File: src/tcpct_pkg.sv
package tcpct_pkg;

	localparam int DEF_TABLE_DEPTH = 64;
	localparam int HANDLE_W = 6;

	// operation codes carried by the kind field
	typedef enum logic [1:0] {
		OP_INSERT = 2'd0,
		OP_LOOKUP = 2'd1,
		OP_CLOSE  = 2'd2,
		OP_NOP    = 2'd3
	} op_t;

	// result status codes
	typedef enum logic [1:0] {
		ST_OK   = 2'd0,
		ST_MISS = 2'd1,
		ST_FULL = 2'd2,
		ST_FREE = 2'd3
	} status_t;

	// connection endpoints, broadcast to every cell
	typedef struct packed {
		logic [31:0] src_ip;
		logic [31:0] dst_ip;
		logic [15:0] src_port;
		logic [15:0] dst_port;
	} key_t;

	// search wave passed from cell to cell
	typedef struct packed {
		logic live;
		logic hit;
	} wave_t;

	// table update broadcast at the end of an item
	typedef struct packed {
		logic strobe;
		op_t  op;
	} cmd_t;

endpackage

File: src/tcpct_cell.sv
module tcpct_cell
	import tcpct_pkg::*;
#(
	parameter int IDX_W = 6,
	parameter int INDEX = 0
) (
	input  logic             clk,
	input  logic             arst_n,
	input  op_t              op,
	input  key_t             key,
	input  logic [5:0]       close_handle,
	input  wave_t            wave_in,
	input  logic [IDX_W-1:0] idx_in,
	input  logic [IDX_W-1:0] rank_in,
	output wave_t            wave_out,
	output logic [IDX_W-1:0] idx_out,
	output logic [IDX_W-1:0] rank_out,
	input  cmd_t             cmd,
	input  logic [IDX_W-1:0] cmd_idx,
	input  logic [IDX_W-1:0] cmd_rank
);

	logic             valid_q;
	key_t             key_q;
	logic [IDX_W-1:0] rank_q;

	wave_t            wave_q;
	logic [IDX_W-1:0] idx_q;
	logic [IDX_W-1:0] rank_wq;

	logic fwd, rev, take, is_me;

	// endpoint match in either direction
	assign fwd = (key_q.src_ip == key.src_ip) && (key_q.src_port == key.src_port) &&
		(key_q.dst_ip == key.dst_ip) && (key_q.dst_port == key.dst_port);
	assign rev = (key_q.src_ip == key.dst_ip) && (key_q.src_port == key.dst_port) &&
		(key_q.dst_ip == key.src_ip) && (key_q.dst_port == key.src_port);

	// does this cell claim the wave
	always_comb begin
		take = 1'b0;
		case (op)
			OP_INSERT: take = !valid_q && !wave_in.hit;
			OP_LOOKUP: take = valid_q && (fwd || rev) &&
				(!wave_in.hit || (rank_q < rank_in));
			OP_CLOSE: take = valid_q && (int'(close_handle) == INDEX);
			default: take = 1'b0;
		endcase
	end

	// pass the wave to the next cell
	always_ff @(posedge clk or negedge arst_n) begin
		if (!arst_n) begin
			wave_q <= '0;
		end else begin
			wave_q.live <= wave_in.live;
			wave_q.hit  <= wave_in.hit || take;
		end
	end

	always_ff @(posedge clk) begin
		idx_q   <= take ? IDX_W'(INDEX) : idx_in;
		rank_wq <= take ? rank_q : rank_in;
	end

	assign wave_out = wave_q;
	assign idx_out  = idx_q;
	assign rank_out = rank_wq;

	assign is_me = (cmd_idx == IDX_W'(INDEX));

	// entry valid bit
	always_ff @(posedge clk or negedge arst_n) begin
		if (!arst_n) begin
			valid_q <= 1'b0;
		end else if (cmd.strobe && is_me) begin
			if (cmd.op == OP_INSERT) begin
				valid_q <= 1'b1;
			end else if (cmd.op == OP_CLOSE) begin
				valid_q <= 1'b0;
			end
		end
	end

	// entry key and recency rank
	always_ff @(posedge clk) begin
		if (cmd.strobe) begin
			if (cmd.op == OP_INSERT) begin
				if (is_me) begin
					key_q  <= key;
					rank_q <= '0;
				end else if (valid_q) begin
					rank_q <= rank_q + 1'b1;
				end
			end else if (cmd.op == OP_CLOSE) begin
				if (!is_me && valid_q && (rank_q > cmd_rank)) begin
					rank_q <= rank_q - 1'b1;
				end
			end
		end
	end

endmodule

File: config.mk
export PLATFORM = sky130hd
export DESIGN_NAME = tcpct_cell
export DESIGN_NICKNAME = d
export VERILOG_FILES = /design/src/tcpct_pkg.sv /design/src/tcpct_cell.sv
export SDC_FILE = /design/constraint.sdc
export NUM_CORES = 1
export LEC_CHECK = 0
export BUFFER_PORTS_ARGS = -buffer_cell sky130_fd_sc_hd__clkbuf_2
export CAP_MARGIN = 20
export CORE_AREA = 4 4 137 139
export CTS_CLUSTER_DIAMETER = 100
export CTS_CLUSTER_SIZE = 8
export DETAILED_ROUTE_END_ITERATION = 8
export DIE_AREA = 0 0 141 143
export HOLD_SLACK_MARGIN = 0.1
export PLACE_DENSITY = 0.67
export SLEW_MARGIN = 20
export SYNTH_ARGS = -nofsm -noshare
export SYNTH_HDL_FRONTEND = slang
export SYNTH_SLANG_ARGS = --single-unit
File: constraint.sdc
create_clock -name clk -period 2.5 [get_ports clk]
set_input_delay 0.25 -clock clk [delete_from_list [all_inputs] [get_ports clk]]
set_output_delay 0.25 -clock clk [all_outputs]
set_load 0.05 [all_outputs]
After elaboration in Yosys (flattened, before gate mapping)
Cells that the tools add are included.
{ "totals": {"reg_bits": 117, "input_bits": 135} }
{ "classes": {"addsub": 2, "order_cmp": 2, "n_eq_ne": 12, "n_mux": 9, "n_reduce_logical": 28} }
{ "op_table": {"columns": ["operator", "n"], "rows": [
  ["equality test 32 bit", 4],
  ["equality test 16 bit", 4],
  ["two-way mux 6 bit", 6],
  ["logical AND 1 bit", 13],
  ["logical NOT 6 bit", 2],
  ["adder 6 x 1 -> 6 bit (second input constant)", 1],
  ["greater-than comparator 6 bit", 1],
  ["< comparator 6 bit", 1],
  ["subtractor 6 x 1 -> 6 bit (second input constant)", 1],
  ["equality test 2 bit (second input constant)", 2],
  ["logical NOT 2 bit", 2],
  ["AND reduction 4 bit", 1],
  ["nonzero test 2 bit", 2],
  ["logical NOT 1 bit", 3],
  ["logical OR 1 bit", 3],
  ["inequality test 3 bit (second input constant)", 1],
  ["one-hot mux 1 bit (3 select lines)", 1],
  ["AND reduction 3 bit", 1],
  ["equality test 2 x 1 -> 1 bit (second input constant)", 1],
  ["two-way mux 1 bit", 2],
  ["AND reduction 2 bit", 1]
]} }

Logic depth before layout (Yosys ltp)
{ "logic_depth": {"depth_word": 9, "ltp_mapped": 10, "depth_no_buf": 9} }

Worst setup path after synthesis
Ideal clock, no wire load.
{ "synth_timing": {"kind": "input to register", "from": "in cmd_idx[3]", "to": "reg key_q[0] (netlist bit) (enable)", "setup_time_ns": 0.466, "arrival_ns": 3.418, "t_required_ns": 2.034, "setup_slack_ns": -1.384, "stages": 3, "n_path_buf": 0, "cell_sequence": "or4_1 -> nor3_2 -> and3_1"} }
{ "synth_via": {"elab_chain_len": 2} }
{ "synth_lines": {"columns": ["element", "line_no", "text"], "rows": [
  ["start: declaration", "tcpct_cell.sv:19", "input logic [IDX_W-1:0] cmd_idx,"],
  ["logical NOT 6 bit", "tcpct_cell.sv:70", "assign is_me = (cmd_idx == IDX_W'(INDEX));"],
  ["AND reduction 3 bit (no source line)", null, null],
  ["end signal: assignment", "tcpct_cell.sv:90", "key_q <= key;"],
  ["end: declaration", "tcpct_cell.sv:24", "key_t key_q;"]
]} }
Every way passes these cells.
A chain may end at the register's enable or synchronous reset.

Final worst setup path
{ "layout_timing": {"from": "in key[3] (netlist bit)", "to": "reg rank_wq[3] (netlist: rank_out[3])"} }
{ "layout_via": {"elab_chain_len": 9} }
{ "layout_lines": {"columns": ["element", "line_no", "text"], "rows": [
  ["start: declaration", "tcpct_cell.sv:10", "input key_t key,"],
  ["equality test 16 bit", "tcpct_cell.sv:36", "assign rev = (key_q.src_ip == key.dst_ip) && (key_q.src_port == key.dst_port) &&"],
  ["logical AND 1 bit (2 in a row)", "tcpct_cell.sv:36", null],
  ["logical AND 1 bit", "tcpct_cell.sv:37", "(key_q.dst_ip == key.src_ip) && (key_q.dst_port == key.src_port);"],
  ["logical OR 1 bit (*)", "tcpct_cell.sv:44", "OP_LOOKUP: take = valid_q && (fwd || rev) &&"],
  ["logical AND 1 bit (*) (2 in a row)", "tcpct_cell.sv:44", null],
  ["one-hot mux 1 bit (3 select lines) (*)", "tcpct_cell.sv:42", "case (op)"],
  ["two-way mux 6 bit (*)", "tcpct_cell.sv:63", "rank_wq <= take ? rank_q : rank_in;"],
  ["end signal: assignment", "tcpct_cell.sv:63", null],
  ["end: declaration", "tcpct_cell.sv:29", "logic [IDX_W-1:0] rank_wq;"]
]} }
Mark *: on every way between the ends. The rest lies on a longest branch, timed or not.

==> summary.txt <==
Status = finished, final reports clean
Fin util = 52.25%
Setup-failing EPs final = 0
CP arrival = 2.74 ns
Ys async rst share = 2.564%
Seq. cell area = 0.003378 mm²
Register area share after synthesis = 54.37%
Vias per cell = 4.862
Final GP Congestion = 0.8929
GRT overflow = 0
Multi-input logic area = 0.002940 mm²
Share of layout cells above drive strength 1 = 28.94%
Max Cap Violations = 0
Syn. warnings = 0
LEAKAGE = 0.003382 µW
Clock transition at the registers of the reported paths = 0.06 ns
Max Slew Vio Count = 0
CP required = 2.80 ns
Initial Util = 35.19%
Pwr Density = 560.5 mW/mm²
Worst hold margin = 0.1198 ns
Count of different cell masters after synthesis = 43
Fill cells = 1552
Commonest non-fill, non-tap cell in the layout = xnor2_1
Endpoints failing hold = 0
Post-DRT Antenna Nets = 0
# IOs = 149
Cells after synthesis = 480
Period utilization = 97.67%
Clock tree buffer depth = 2
Max-slew headroom = 58.02%
Drt first pass iters = 5
Maximum fanout along the worst path = 6
VDD IR max = 464.8 µV
Vias in the first global route = 5346
Skew final = 0.008623 ns
Yosys top cell area share = 49.30%
R2R Setup Slk = 0.09 ns
Fin nets = 916
Die width = 141 µm
CP startpoint kind = input port
Most used DFF post-synth = edfxtp_1
Rows = 49
Clk root buf = clkbuf_16
Worst slew pin tran = 0.6259 ns
Die Y = 143 µm
Clk sinks = 117
CTS tree = yes
Largest net degree at the start of global routing = 22
N_diodes = 0
Drc violations = 0
First-pass GRT wire length = 28570 µm
Critical path type = input port to register
# H-tree levels = 4
DP Wirelength = 14670 µm
Commonest non-fill, non-tap cells in the layout = xnor2_1 (147), clkbuf_2 (144), dlygate4sd3_1 (111), edfxtp_1 (102), nand4_1 (46)
Setup crit end kind = register
Post-synth EDFFs = 102
Final wirelength = 18850 µm
Placed cells = 869
Cts bufs inserted = 17
Fin cells = 1010
Core area = 0.01766 mm²
HP Class = input port to register
P&R area growth vs syn = 48.47%
Die Area = 0.02016 mm²
Highest Clock Rate = 409.5 MHz
Synthesized area = 0.006213 mm²
Number of synthesized register bits = 117
Minimum clock period after layout = 2.442 ns
Antenna violations before repair = 0
PortBufs = 148
Via count = 4911
Synthesized area per cell = 12.94 µm²
Initial DRC Count = 355
Mapped Nets = 628
Later-pin clock latency in the skew report = 0.41 ns
WL/cell = 18.66 µm
RSZ-0062 raised after global routing = yes
Synth top area cells = edfxtp_1 (49%), xnor2_1 (23%), xor2_1 (4.8%), nand4_1 (4.6%), dfxtp_1 (3.9%)
Area leader, netlist = edfxtp_1
GRT Total Usage = 18.82%
where the power goes:
group	switching (µW)	internal [µW]
combinational	333	343
sequential	12.1	2140
clock	893	1450
cell families after synthesis:
| logic type | count (synthesis) | share of synthesized area (%) |
|---|---|---|
| fa+ha+maj | 13 | 2.618 |
| simple gates | 101 | 9.888 |
| buf+inv | 17 | 1.148 |
| flops | 117 | 54.37 |
| mux | 6 | 1.188 |
| compound gates | 32 | 3.444 |
| xor+xnor | 194 | 27.35 |
worst max-delay path, stage by stage:
cell           delay, ns
dlygate4sd3_1       0.55
clkbuf_2            0.14
xnor2_1             0.32
nand4_1             0.20
nor4_1              0.35
nand2_1             0.14
o32ai_4             0.24
a31oi_4             0.21
mux2_4              0.34
cell usage after synthesis (3+ instances only):
library cell / count
xnor2_1: 160
inv_1: 13
a21oi_1: 7
o21ai_0: 9
dfxtp_1: 12
xor2_1: 34
nor2_1: 6
edfxtp_1: 102
nor4_1: 18
o21a_1: 5
ha_1: 13
mux2_2: 3
nand4_1: 46
dfrtp_1: 3
clkbuf_1: 3
and2_2: 6
nand2_1: 9
state kept, by name (all words and copies together), names as in the netlist:
name      cells
idx_out       6
key_q        96
rank_out      6
rank_q        6
valid_q       1
wave_out      2
area by class of cell:
type / count / share of cell area, %
Sequential cell: 117 / 36.62
Multi-Input combinational cell: 347 / 31.87
Timing Repair Buffer: 272 / 21.75
Clock buffer: 17 / 4.611
Tap cell: 229 / 3.106
Clock inverter: 15 / 1.505
Inverter: 13 / 0.5290
layer usage:
| metal | wire length [µm] | up-vias | track usage [%] |
|---|---|---|---|
| met1 | 7785 | 2354 | 22.77 |
| li1 | - | 2329 | - |
| met4 | 486 | 0 | 6.833 |
| met5 | 0 | - | 0 |
| met2 | 9399 | 195 | 31.98 |
| met3 | 1176 | 33 | 5.593 |
per-stage QoR:
stage	total power (µW)	area [µm²]	TNS, ns	worst slack, ns
after global placement	2703	7393	-0.1458	-0.03982
after CTS	5186	9059	0	0.007641
after floorplan	2442	6218	0	0.1519
after global routing	5358	9225	-0.01730	-0.01130
after detailed placement	2710	7393	-0.3725	-0.07337
final	5171	9225	0	0.05826
final timing paths:
kind / from / endpoint / cells past startpoint
setup / recovery: key[3] / rank_out[3] / 9
hold / removal: rank_in[3] / rank_out[3] / 2
setup reg to reg: key_q[35] / rank_out[3] / 7
hold reg to reg: rank_q[2] / rank_out[2] / 1
max in group asynchronous: arst_n / wave_out[0] / 2
min in group asynchronous: arst_n / wave_out[1] / 2
timing repair:
action                                  CTS  global route
pin swaps                                 0            12
hold endpoints to repair                110             3
setup buffers                             0             0
hold buffers                            108             3
gates resized for setup                   2            21
gates cloned                              0             1
endpoints found under the setup margin   13            19
Power figures use the tool's default switching activity.
